[src/rtl/sfr_pkg.sv]
// Shared types, codes and CRC update functions for the serial frame receiver.
// No dependencies; used by every module in rtl/.
`default_nettype none

package sfr_pkg;

   localparam logic [15:0] SIGNATURE_RESET = 16'hDEAD;
   localparam logic [7:0]  ACK_MASK_RESET  = 8'h01;

   localparam logic [0:0] CSR_SIGNATURE = 1'b0;
   localparam logic [0:0] CSR_ACK_MASK  = 1'b1;

   localparam logic [1:0] KIND_BODY     = 2'd0;
   localparam logic [1:0] KIND_ACK_RX   = 2'd1;
   localparam logic [1:0] KIND_ACK_TX   = 2'd2;
   localparam logic [1:0] KIND_HDR_ERR  = 2'd3;

   localparam logic [7:0]  CRC8_POLY    = 8'hB2;
   localparam logic [7:0]  CRC8_XOROUT  = 8'hEA;
   localparam logic [15:0] CRC16_POLY   = 16'h8408;

   typedef struct packed {
      logic       mode;
      logic [7:0] rx_byte;
   } item_type;

   typedef struct packed {
      logic [1:0] kind;
      logic [7:0] value;
      logic       last;
      logic       body_ok;
   } result_type;

   typedef struct packed {
      logic [15:0] signature;
      logic [7:0]  ack_mask;
   } cfg_type;

   // lsb-first CRC8, output xored per byte
   function automatic logic [7:0] crc8_update(input logic [7:0] crc, input logic [7:0] b);
      logic [7:0] c;
      c = crc ^ b;
      for (int i = 0; i < 8; i++) begin
         c = c[0] ? ((c >> 1) ^ CRC8_POLY) : (c >> 1);
      end
      return c ^ CRC8_XOROUT;
   endfunction

   // CRC-16/KERMIT, reflected
   function automatic logic [15:0] crc16_update(input logic [15:0] crc, input logic [7:0] b);
      logic [15:0] c;
      c = crc ^ {8'h00, b};
      for (int i = 0; i < 8; i++) begin
         c = c[0] ? ((c >> 1) ^ CRC16_POLY) : (c >> 1);
      end
      return c;
   endfunction

endpackage

`default_nettype wire

[src/rtl/sfr_in_reg.sv]
// Input register of the serial frame receiver: captures one request per cycle while req_stall is low.
// Depends on sfr_pkg.
`default_nettype none

module sfr_in_reg (
   input  wire logic              clock,
   input  wire logic              reset,
   input  wire logic              req_valid,
   output logic                   req_stall,
   input  wire logic              req_mode,
   input  wire logic [7:0]        req_rx_byte,
   input  wire logic              advance,
   output logic                   item_valid,
   output sfr_pkg::item_type      item
);

   logic              valid_ff;
   sfr_pkg::item_type item_ff;

   // hold while the held request cannot move on
   assign req_stall  = valid_ff && !advance;
   assign item_valid = valid_ff;
   assign item       = item_ff;

   always_ff @(posedge clock) begin
      if (reset) begin
         valid_ff <= 1'b0;
      end else if (!req_stall) begin
         valid_ff <= req_valid;
      end
   end

   always_ff @(posedge clock) begin
      if (!req_stall && req_valid) begin
         item_ff.mode    <= req_mode;
         item_ff.rx_byte <= req_rx_byte;
      end
   end

endmodule

`default_nettype wire

[src/rtl/sfr_parser.sv]
// Frame parser: signature hunt, header CRC8, ack handling, body CRC16, result register.
// Depends on sfr_pkg.
`default_nettype none

module sfr_parser (
   input  wire logic                clock,
   input  wire logic                reset,
   input  wire sfr_pkg::cfg_type    cfg,
   input  wire logic                item_valid,
   input  wire sfr_pkg::item_type   item,
   output logic                     advance,
   output logic                     rsp_valid,
   input  wire logic                rsp_stall,
   output sfr_pkg::result_type      rsp
);

   localparam logic [2:0] PH_HUNT0  = 3'd0;
   localparam logic [2:0] PH_HUNT1  = 3'd1;
   localparam logic [2:0] PH_HEADER = 3'd2;
   localparam logic [2:0] PH_TRAIL  = 3'd3;
   localparam logic [2:0] PH_BODY   = 3'd4;

   logic [2:0]  phase_ff,      phase_in;
   logic [7:0]  prev_ff,       prev_in;
   logic [16:0] index_ff,      index_in;
   logic [16:0] total_ff,      total_in;
   logic [7:0]  flags_ff,      flags_in;
   logic [7:0]  hcrc_ff,       hcrc_in;
   logic [15:0] bcrc_ff,       bcrc_in;
   logic [15:0] rcrc_ff,       rcrc_in;
   logic [1:0]  txseq_ff,      txseq_in;
   logic        rsp_valid_ff;
   sfr_pkg::result_type rsp_ff, rsp_in;
   logic        emit;
   logic        fire;
   logic [16:0] index_inc;
   logic [7:0]  b;
   logic [1:0]  ack_id;

   assign advance   = !rsp_valid_ff || !rsp_stall;
   assign fire      = item_valid && advance;
   assign rsp_valid = rsp_valid_ff;
   assign rsp       = rsp_ff;
   assign b         = item.rx_byte;
   assign index_inc = index_ff + 17'd1;
   assign ack_id    = flags_ff[5:4];

   always_comb begin
      phase_in = phase_ff;
      prev_in  = prev_ff;
      index_in = index_ff;
      total_in = total_ff;
      flags_in = flags_ff;
      hcrc_in  = hcrc_ff;
      bcrc_in  = bcrc_ff;
      rcrc_in  = rcrc_ff;
      txseq_in = txseq_ff;
      emit     = 1'b0;
      rsp_in   = '0;
      if (item.mode) begin
         txseq_in = 2'd0;
      end else begin
         case (phase_ff)
            PH_HUNT1: begin
               if ({prev_ff, b} == cfg.signature) begin
                  phase_in = PH_HEADER;
                  index_in = 17'd2;
                  hcrc_in  = 8'h00;
                  total_in = 17'd0;
               end else begin
                  prev_in = b;
               end
            end
            PH_HEADER: begin
               if (index_ff == 17'd6) begin
                  index_in = 17'd7;
                  phase_in = (total_ff > 17'd7) ? PH_TRAIL : PH_HUNT0;
                  if (b != hcrc_ff) begin
                     phase_in    = PH_HUNT0;
                     emit        = 1'b1;
                     rsp_in.kind = sfr_pkg::KIND_HDR_ERR;
                  end else if ((flags_ff & cfg.ack_mask) != 8'h00) begin
                     if (ack_id == txseq_ff) begin
                        txseq_in     = txseq_ff + 2'd1;
                        emit         = 1'b1;
                        rsp_in.kind  = sfr_pkg::KIND_ACK_RX;
                        rsp_in.value = {6'd0, ack_id};
                     end
                  end else begin
                     emit         = 1'b1;
                     rsp_in.kind  = sfr_pkg::KIND_ACK_TX;
                     rsp_in.value = {6'd0, flags_ff[3:2]};
                  end
               end else begin
                  hcrc_in  = sfr_pkg::crc8_update(hcrc_ff, b);
                  index_in = index_inc;
                  if (index_ff == 17'd2) begin
                     total_in = {9'd0, b};
                  end else if (index_ff == 17'd3) begin
                     total_in = {1'b0, b, total_ff[7:0]} + 17'd2;
                  end else if (index_ff == 17'd5) begin
                     flags_in = b;
                  end
               end
            end
            PH_TRAIL: begin
               if (index_ff == 17'd7) begin
                  rcrc_in = {8'h00, b};
               end else begin
                  rcrc_in = {b, rcrc_ff[7:0]};
               end
               index_in = index_inc;
               if (index_inc >= total_ff) begin
                  phase_in = PH_HUNT0;
               end else if (index_inc >= 17'd9) begin
                  phase_in = PH_BODY;
                  bcrc_in  = 16'h0000;
               end
            end
            PH_BODY: begin
               bcrc_in      = sfr_pkg::crc16_update(bcrc_ff, b);
               index_in     = index_inc;
               emit         = 1'b1;
               rsp_in.kind  = sfr_pkg::KIND_BODY;
               rsp_in.value = b;
               if (index_inc >= total_ff) begin
                  rsp_in.last    = 1'b1;
                  rsp_in.body_ok = (bcrc_in == rcrc_ff);
                  phase_in       = PH_HUNT0;
               end
            end
            default: begin
               prev_in  = b;
               phase_in = PH_HUNT1;
            end
         endcase
      end
   end

   always_ff @(posedge clock) begin
      if (reset) begin
         phase_ff <= PH_HUNT0;
         prev_ff  <= 8'h00;
         index_ff <= 17'd0;
         total_ff <= 17'd0;
         flags_ff <= 8'h00;
         hcrc_ff  <= 8'h00;
         bcrc_ff  <= 16'h0000;
         rcrc_ff  <= 16'h0000;
         txseq_ff <= 2'd0;
      end else if (fire) begin
         phase_ff <= phase_in;
         prev_ff  <= prev_in;
         index_ff <= index_in;
         total_ff <= total_in;
         flags_ff <= flags_in;
         hcrc_ff  <= hcrc_in;
         bcrc_ff  <= bcrc_in;
         rcrc_ff  <= rcrc_in;
         txseq_ff <= txseq_in;
      end
   end

   always_ff @(posedge clock) begin
      if (reset) begin
         rsp_valid_ff <= 1'b0;
      end else if (advance) begin
         rsp_valid_ff <= fire && emit;
      end
   end

   always_ff @(posedge clock) begin
      if (fire && emit) begin
         rsp_ff <= rsp_in;
      end
   end

   a_last_is_body: assert property (@(posedge clock) disable iff (reset)
      (rsp_valid_ff && rsp_ff.last) |-> (rsp_ff.kind == sfr_pkg::KIND_BODY))
      else $error("last flag on a non-body result");

   a_ok_needs_last: assert property (@(posedge clock) disable iff (reset)
      (rsp_valid_ff && rsp_ff.body_ok) |-> rsp_ff.last)
      else $error("body_ok without last");

   a_rehunt_after_last: assert property (@(posedge clock) disable iff (reset)
      (fire && emit && rsp_in.last) |=> (phase_ff == PH_HUNT0))
      else $error("parser did not return to hunting after last body byte");

   a_header_index: assert property (@(posedge clock) disable iff (reset)
      (phase_ff == PH_HEADER) |-> (index_ff >= 17'd2 && index_ff <= 17'd6))
      else $error("header byte index out of range");

endmodule

`default_nettype wire

[src/rtl/serial_frame_receiver_crc_top.sv]
// Serial frame receiver with header CRC8 and body CRC-16/KERMIT.
// Holds the configuration registers; depends on sfr_pkg, sfr_in_reg, sfr_parser.
//
// Usage:
//   Request channel (req_*): one received byte (req_mode 0) or a clear of the
//   transmit sequence (req_mode 1) per accepted request.
//   Response channel (rsp_*): at most one result per request: body byte,
//   ack received, ack to send or header CRC error.
//   CSR port: index 0 writes the 16-bit signature, index 1 the ack flag mask.
//   Write only while no request is in flight.
// Path: the input register takes a request at the edge that accepts it; the parser
//   then writes its result into the result register once it may advance, so a
//   stalled response can delay the result before it appears on rsp_valid.
// Throughput: one request per cycle while rsp_stall is low, set by the combinational
//   parser update between the two registers.
// Reset: synchronous; empties both registers, returns the parser to hunting
//   and restores the signature 0xDEAD and ack mask 0x01.
// Stall: a stalled response holds; the held request stalls behind it and
//   req_stall rises, so nothing is dropped.
`default_nettype none

module serial_frame_receiver_crc_top (
   input  wire logic        clock,
   input  wire logic        reset,
   input  wire logic        req_valid,
   output logic             req_stall,
   input  wire logic        req_mode,
   input  wire logic [7:0]  req_rx_byte,
   output logic             rsp_valid,
   input  wire logic        rsp_stall,
   output logic [1:0]       rsp_kind,
   output logic [7:0]       rsp_value,
   output logic             rsp_last,
   output logic             rsp_body_ok,
   input  wire logic        csr_write_enable,
   input  wire logic [0:0]  csr_index,
   input  wire logic [15:0] csr_write_data
);

   sfr_pkg::cfg_type    cfg_ff;
   sfr_pkg::item_type   item;
   sfr_pkg::result_type rsp;
   logic                item_valid;
   logic                advance;

   always_ff @(posedge clock) begin
      if (reset) begin
         cfg_ff.signature <= sfr_pkg::SIGNATURE_RESET;
         cfg_ff.ack_mask  <= sfr_pkg::ACK_MASK_RESET;
      end else if (csr_write_enable) begin
         case (csr_index)
            sfr_pkg::CSR_SIGNATURE: cfg_ff.signature <= csr_write_data;
            sfr_pkg::CSR_ACK_MASK:  cfg_ff.ack_mask  <= csr_write_data[7:0];
            default: begin
            end
         endcase
      end
   end

   sfr_in_reg u_in_reg (
      .clock       (clock),
      .reset       (reset),
      .req_valid   (req_valid),
      .req_stall   (req_stall),
      .req_mode    (req_mode),
      .req_rx_byte (req_rx_byte),
      .advance     (advance),
      .item_valid  (item_valid),
      .item        (item)
   );

   sfr_parser u_parser (
      .clock      (clock),
      .reset      (reset),
      .cfg        (cfg_ff),
      .item_valid (item_valid),
      .item       (item),
      .advance    (advance),
      .rsp_valid  (rsp_valid),
      .rsp_stall  (rsp_stall),
      .rsp        (rsp)
   );

   assign rsp_kind    = rsp.kind;
   assign rsp_value   = rsp.value;
   assign rsp_last    = rsp.last;
   assign rsp_body_ok = rsp.body_ok;

endmodule

`default_nettype wire

[config.mk]
export PLATFORM = sky130hd
export DESIGN_NAME = serial_frame_receiver_crc_top
export DESIGN_NICKNAME = d
export VERILOG_FILES = /design/src/rtl/sfr_pkg.sv /design/src/rtl/sfr_in_reg.sv /design/src/rtl/sfr_parser.sv /design/src/rtl/serial_frame_receiver_crc_top.sv
export SDC_FILE = /design/constraint.sdc
export NUM_CORES = 1
export LEC_CHECK = 0
export BUFFER_PORTS_ARGS = -buffer_cell sky130_fd_sc_hd__buf_2
export CORE_AREA = 4 4 153 155
export DETAILED_ROUTE_END_ITERATION = 12
export DIE_AREA = 0 0 157 159
export PLACE_DENSITY = 0.58
export SYNTH_ARGS = -nofsm -noshare
export SYNTH_HDL_FRONTEND = slang
export SYNTH_SLANG_ARGS = --single-unit
[constraint.sdc]
create_clock -name clock -period 3.8 [get_ports clock]
set_clock_uncertainty 0.15 [all_clocks]
set_input_delay 0.38 -clock clock [delete_from_list [all_inputs] [get_ports clock]]
set_output_delay 0.38 -clock clock [all_outputs]
set_load 0.02 [all_outputs]
==> flow_summary_export.csv, run 1 <==
group,metric,value,unit
sta,rsz0062_at_grt,"no",
sta,setup_viol,0,
sta,period_needed,3550,ps
clock_network,htree_levels,4,
logic_synthesis,postSynthCellCount,875,
worst_setup_path,crit_path_end_kind,"flip-flop",
placement,gp_congestion,0.873,
logic_synthesis,synth_top_cell_area_share,31.8,%
placement,post-dp-hpwl,13900,µm
worst_setup_path,r2r-start,"u_parser.index_ff[7]$_SDFFE_PP0P_",
logic_synthesis,synth_edf_count,21,
finish,drive_above_1_share,12.9,%
worst_setup_path,reg2regPathDepth,11,
flow_run,drv_cap,0,
logic_synthesis,synth_warnings,0,
floorplan,rows,54,
power,leakagePower,3.37,nW
worst_setup_path,path_cells,"and4_1 -> nand2_1 -> o31a_1 -> or2_2 -> ha_1 -> and4_1 -> a221o_1 -> nor4b_4 -> o22ai_2 -> buf_4 -> a22o_1",
worst_setup_path,regToRegSetupSlack,250,ps
sta,worst_hold_slack,18.5,ps
power,p_total,0.00366,W
sta,tightest_slew,1000,ps
logic_synthesis,synth_ff_type,"dfxtp_1",
worst_setup_path,reg2reg_to,"u_parser.bcrc_ff[11]$_SDFFE_PP0P_",
logic_synthesis,ys_seq_area_share,40.1,%
worst_setup_path,crit_type,"flip-flop to flip-flop",
floorplan,core-area,21800,µm²
clock_network,clock-root-buffer,"clkbuf_16",
logic_synthesis,synth_area_leaders,"dfxtp_1 (32%), edfxtp_1 (8.3%), xnor2_1 (8.2%)",
status,outcome,"finished, final reports clean",
clock_network,cts_sinks,142,
drt,first_iter_violations,458,
global_route,antenna_found_initial,0,
sta,tns,0,ps
finish,diodes,0,
worst_setup_path,cp_common_cell,"and4_1",
global_route,track_usage,16.2,%
worst_hold_path,hold_depth,3,
logic_synthesis,synthMostInstantiatedCell,"dfxtp_1",
worst_hold_path,hold_end,"cfg_ff[22]$_SDFFE_PP1P_",
placement,io_buffers,44,
floorplan,start_util,34.9,%
clock_network,insertion_delay,430,ps
drt,ant_nets,0,
power,irDropWorstVdd,0.300,mV
logic_synthesis,netlist_area,7610,µm²
floorplan,pin_count,45,
power,powerDensity,412,nW/µm²
logic_synthesis,synth.largest_area_cell,"dfxtp_1",
logic_synthesis,synth_nets,926,
floorplan,die_width,157,µm
worst_hold_path,min_from,"csr_write_data[14]",
clock_network,cts_buffer_depth,2,
worst_setup_path,critPathLaunchType,"flip-flop",
finish,nets,977,
global_route,grt_start_max_net_pins,69,
sta,setup_ws,248,ps
floorplan,die_area,25000,µm²
logic_synthesis,synthArstFlopShare,0,%
logic_synthesis,synth_commonest_cells,"dfxtp_1 (121), nor2_1 (98), nand2_1 (74)",
sta,timing.final.crit_share,93.5,%
logic_synthesis,ys_ff_latch,142,
drt,vias,6333,
drt,routed_wl,19700,µm
drt,wl_per_cell,16.1,µm
worst_setup_path,arrival,3720,ps
drt,first_pass_iters,5,
worst_hold_path,min_path_type,"input port to flip-flop",
clock_network,clk_pin_slew,70,ps
worst_setup_path,cp_max_fo,16,
clock_network,cts_setup_buffers,0,
sta,hold_viol_final,0,
global_route,grt_pass1_vias,6146,
floorplan,die_y,159,µm
global_route,overflow,0,
worst_setup_path,worst_path_max_delay_cell,"dfxtp_1",
clock_network,cts_tree,"yes",
global_route,grt_first_pass_wirelength,32300,µm
clock_network,numCtsBuffers,17,
worst_setup_path,slowest_delay,440,ps
placement,dp_slack,260,ps
worst_setup_path,crit_required,3970,ps
logic_synthesis,yosysUniqueCellTypes,65,
finish,syn_to_final_growth,16.7,%
sta,fmax,282,MHz
drt,via_per_inst,5.20,
logic_synthesis,syn_area_per_cell,8.70,µm²
sta,final_max_slew_viol_count,0,
sta,relSlewSlack,33.0,%
drt,remaining_drc_errors,0,
## repair_timing
action	CTS	global route
hold buffers	13	0
hold endpoints to repair	13	0
setup endpoints to repair	0	3
resized for setup	0	2
## through the flow
step,area [µm²],std cells,util [%]
after CTS,8880,1219,40.7
after detailed placement,8150,1174,37.4
final,8880,1219,40.7
after global routing,8880,1219,40.7
after global placement,8150,1174,37.4
after floorplan,7610,875,-
## cell usage in the layout (no fill, tap or decap), types with 15 or more instances in the layout
master and count:
clkbuf_16 18, nor2_1 98, ha_1 19, xnor2_1 71, nor3_1 19, a22oi_1 29
nand3_1 47, buf_4 29, inv_1 23, mux2i_1 25, o21ai_0 25, nand2_1 74
nand4_1 15, dfxtp_1 121, buf_2 44, a21oi_1 52, edfxtp_1 21, xor2_1 34
## critical path, delay by kind of cell, from the launching register on
family / cells / cell delay (ps)
fa+ha+maj: 1 / 290
flops: 1 / 440
simple gates: 5 / 1270
buf+inv: 1 / 230
compound gates: 4 / 1070
## how the worst max path moves through the flow
stage / from / end / slack (ps) / cells after the start
floorplan: u_parser.index_ff[0]$_SDFFE_PP0P_ / u_parser.bcrc_ff[11]$_SDFFE_PP0P_ / 450 / 14
global placement: u_parser.index_ff[0]$_SDFFE_PP0P_ / u_parser.bcrc_ff[3]$_SDFFE_PP0P_ / 300 / 15
detailed placement: u_parser.index_ff[1]$_SDFFE_PP0P_ / u_parser.bcrc_ff[3]$_SDFFE_PP0P_ / 260 / 15
CTS: u_parser.index_ff[1]$_SDFFE_PP0P_ / u_parser.bcrc_ff[11]$_SDFFE_PP0P_ / 240 / 15
global route: u_parser.index_ff[3]$_SDFFE_PP0P_ / u_parser.bcrc_ff[6]$_SDFFE_PP0P_ / 40 / 14
finish: u_parser.index_ff[7]$_SDFFE_PP0P_ / u_parser.bcrc_ff[11]$_SDFFE_PP0P_ / 250 / 11
## where the power goes
| part | internal, W | total, W | switching, W |
|---|---|---|---|
| clock | 0.000965 | 0.00167 | 0.000709 |
| combinational | 0.000166 | 0.000404 | 0.000239 |
| sequential | 0.00156 | 0.00159 | 0.0000284 |
| total | 0.00269 | 0.00366 | 0.000976 |
## registers in the layout, indices dropped and copies added, names as in the netlist
register and count:
cfg_ff 24, u_in_reg.item 9, u_in_reg.item_valid 1, u_parser.bcrc_ff 16, u_parser.flags_ff 8, u_parser.hcrc_ff 8, u_parser.index_ff 17, u_parser.phase_ff 3
u_parser.prev_ff 8, u_parser.rcrc_ff 16, u_parser.rsp 12, u_parser.rsp_valid 1, u_parser.total_ff 17, u_parser.txseq_ff 2
## layer usage
metal | part of all wire (%) | wire [µm] | up-vias | track usage, %
li1 | - | - | 3188 | -
met1 | 49 | 9560 | 3011 | 22.6
met2 | 46 | 9050 | 119 | 25.5
met3 | 4.5 | 884 | 15 | 3.37
met4 | 0.92 | 182 | 0 | 3.91
met5 | 0 | 0 | - | 0
## layout make-up
| type | count | area, µm² |
|---|---|---|
| Fill cell | 2198 | 12900 |
| Multi-Input combinational cell | 656 | 4230 |
| Sequential cell | 142 | 3050 |
| Timing Repair Buffer | 86 | 568 |
| Clock buffer | 18 | 450 |
| Tap cell | 280 | 350 |
| Clock inverter | 14 | 148 |
| Inverter | 23 | 86.3 |
## logic make-up (layout without fill, tap and decap cells)
group / Yosys count / in the layout / synth area share, %
simple gates: 340 / 340 / 22.6
fa+ha+maj: 21 / 21 / 3.44
flops: 142 / 142 / 40.1
compound gates: 164 / 164 / 14.0
xor+xnor: 105 / 105 / 12.1
buf+inv: 77 / 141 / 4.36
mux: 26 / 26 / 3.44
No activity file was read; power rests on OpenSTA's default activity.
==> run 2: changes to the inputs <==
- CELL_PAD_IN_SITES_DETAIL_PLACEMENT: unset -> 2
- CELL_PAD_IN_SITES_GLOBAL_PLACEMENT: unset -> 2
- PLACE_DENSITY: 0.58 -> 0.82
==> run 2 against run 1 <==
Sequential share of layout area shrank 0.27 points. Flip-flop and latch count is the same. First-iteration DRC count shrank 24%. Via count grew 10%. Core utilization grew 0.34 points. Total power grew 3.7%. Setup slack lost 170 ps. Critical path depth grew 3. Critical path type unchanged. Highest routed layer unchanged.
==> flow_summary_export.csv, run 2 (same netlist as run 1, synthesis figures left out) <==
group,metric,value,unit
sta,timing.final.crit_share,97.9,%
floorplan,rows,54,
global_route,grt_pass1_vias,7822,
finish,fillers,2374,
worst_setup_path,critPathLaunchType,"flip-flop",
clock_network,clk_pin_slew,80,ps
power,switching_share,31.0,%
finish,nets,980,
power,powerDensity,424,nW/µm²
power,leakagePower,3.40,nW
finish,final_util,41.1,%
finish,largest_register,"cfg_ff",
finish,largest_reg_flops,24,
drt,vias,6969,
sta,period_needed,3720,ps
power,clkPwrFrac,46.1,%
clock_network,insertion_delay,450,ps
floorplan,die_area,25000,µm²
worst_hold_path,min_path_type,"input port to flip-flop",
finish,largestRegisters,"cfg_ff: 24 flops, u_parser.index_ff: 17 flops, u_parser.total_ff: 17 flops",
sta,fmax,269,MHz
power,power_frac_seq,42.1,%
worst_setup_path,crit_required,3980,ps
sta,final_max_slew_viol_count,0,
worst_setup_path,crit_path_end,"u_parser.bcrc_ff[11]$_SDFFE_PP0P_",
sta,hold_viol_final,0,
finish,final_common_cell,"dfxtp_1",
finish,diodes,0,
finish,multi_input_area,4270,µm²
drt,wl_per_cell,23.9,µm
floorplan,pin_count,45,
worst_setup_path,crit_type,"flip-flop to flip-flop",
flow_run,drv_cap,0,
placement,post-dp-hpwl,19200,µm
drt,routed_wl,29200,µm
power,p_total,0.00380,W
placement,gp_congestion,0.822,
clock_network,cts_sinks,142,
sta,relSlewSlack,30.7,%
placement,io_buffers,44,
power,internal_power,0.00262,W
global_route,grt_start_max_net_pins,88,
power,switchingPower,0.00118,W
sta,setup_viol,0,
global_route,antenna_found_initial,0,
finish,seq_area,3050,µm²
clock_network,numCtsBuffers,17,
clock_network,clock-root-buffer,"clkbuf_16",
floorplan,core-area,21800,µm²
drt,via_per_inst,5.70,
worst_setup_path,reg2reg_to,"u_parser.bcrc_ff[11]$_SDFFE_PP0P_",
floorplan,die_y,159,µm
sta,tightest_slew,1040,ps
drt,first_iter_violations,350,
global_route,overflow,0,
worst_setup_path,critPathLaunch,"u_parser.index_ff[5]$_SDFFE_PP0P_",
floorplan,die_width,157,µm
global_route,grt_first_pass_wirelength,45800,µm
worst_setup_path,regToRegSetupSlack,80,ps
power,comb_power_share,11.8,%
worst_setup_path,crit_path_end_kind,"flip-flop",
worst_setup_path,arrival,3900,ps
finish,drive_above_1_share,13.9,%
drt,ant_nets,0,
clock_network,cts_tree,"yes",
floorplan,start_util,34.9,%
drt,remaining_drc_errors,0,
worst_setup_path,r2r-start,"u_parser.index_ff[5]$_SDFFE_PP0P_",
global_route,track_usage,23.5,%
clock_network,cts_buffer_depth,2,
drt,first_pass_iters,4,
clock_network,htree_levels,4,
finish,syn_to_final_growth,17.7,%
worst_setup_path,cp_max_fo,16,
status,outcome,"finished, final reports clean",
worst_hold_path,min_from,"csr_write_data[13]",
power,irDropWorstVdd,0.314,mV
worst_setup_path,reg2regPathDepth,14,
finish,mostFrequentLayoutCells,"dfxtp_1 (120), nor2_1 (98), nand2_1 (74)",
==> run 2: power by group through the flow <==
stage	Sequential, W	Combinational (W)	Clock, W
after detailed placement	0.00163	0.000411	0
after floorplan	0.00161	0.000282	0
after global routing	0.00160	0.000483	0.00184
after CTS	0.00160	0.000442	0.00178
final	0.00160	0.000448	0.00175
after global placement	0.00163	0.000394	0
==> run 2: area by class of cell <==
class	instances	area share, %
multi-input combinational	656	47.6
sequential	142	34.1
timing repair buffer	89	6.59
clock buffer	17	4.75
tap	280	3.91
clock inverter	15	2.08
inverter	23	0.964
==> run 2: critical path: stages, from the launching register on <==
cell and delay, ps:
dfxtp_1 440, nand4_1 230, or3_1 480, nand2_1 120, ha_1 260, nand4_1 210, a21o_1 150, o31ai_2 110
o31ai_1 270, a211oi_1 130, buf_4 180, nor4b_4 270, o22ai_2 110, buf_4 240, a22o_1 260
==> run 2: metal layers <==
metal / GRT usage, % / vias up / part of all wire, %
li1: - / 3192 / -
met1: 28.2 / 3505 / 41
met2: 40.2 / 181 / 50
met3: 3.56 / 91 / 3.2
met4: 12.3 / 0 / 5.0
met5: 0 / - / 0
==> run 2: what timing repair did <==
action	CTS	global route
endpoints found under the setup margin	0	21
endpoints found under the hold margin	13	0
resized for setup	0	10
setup buffers	0	1
hold buffers	13	0
==> run 2: stage by stage <==
stage	setup slack, ps	hold WS, ps	setup TNS, ps	cells	instance area, µm²
3_5_place_dp	154	307	0	1176	8170
5_1_grt	-11.7	11.9	-33.2	1222	8960
6_report	81.1	18.0	0	1222	8960
2_1_floorplan	445	286	0	875	7610
3_3_place_gp	299	296	0	1176	8170
4_1_cts	1.60	0.872	0	1221	8910
==> run 2: how the worst min path moves through the flow <==
stage	to	cells after the start	slack [ps]
final	cfg_ff[21]$_SDFFE_PP0P_	3	20
after global routing	u_in_reg.item_valid$_SDFFE_PP0N_	2	10
after CTS	u_in_reg.item_valid$_SDFFE_PP0N_	2	0.9
after detailed placement	cfg_ff[6]$_SDFFE_PP0P_	2	310
after global placement	cfg_ff[4]$_SDFFE_PP0P_	2	300
after floorplan	cfg_ff[1]$_SDFFE_PP0P_	2	290
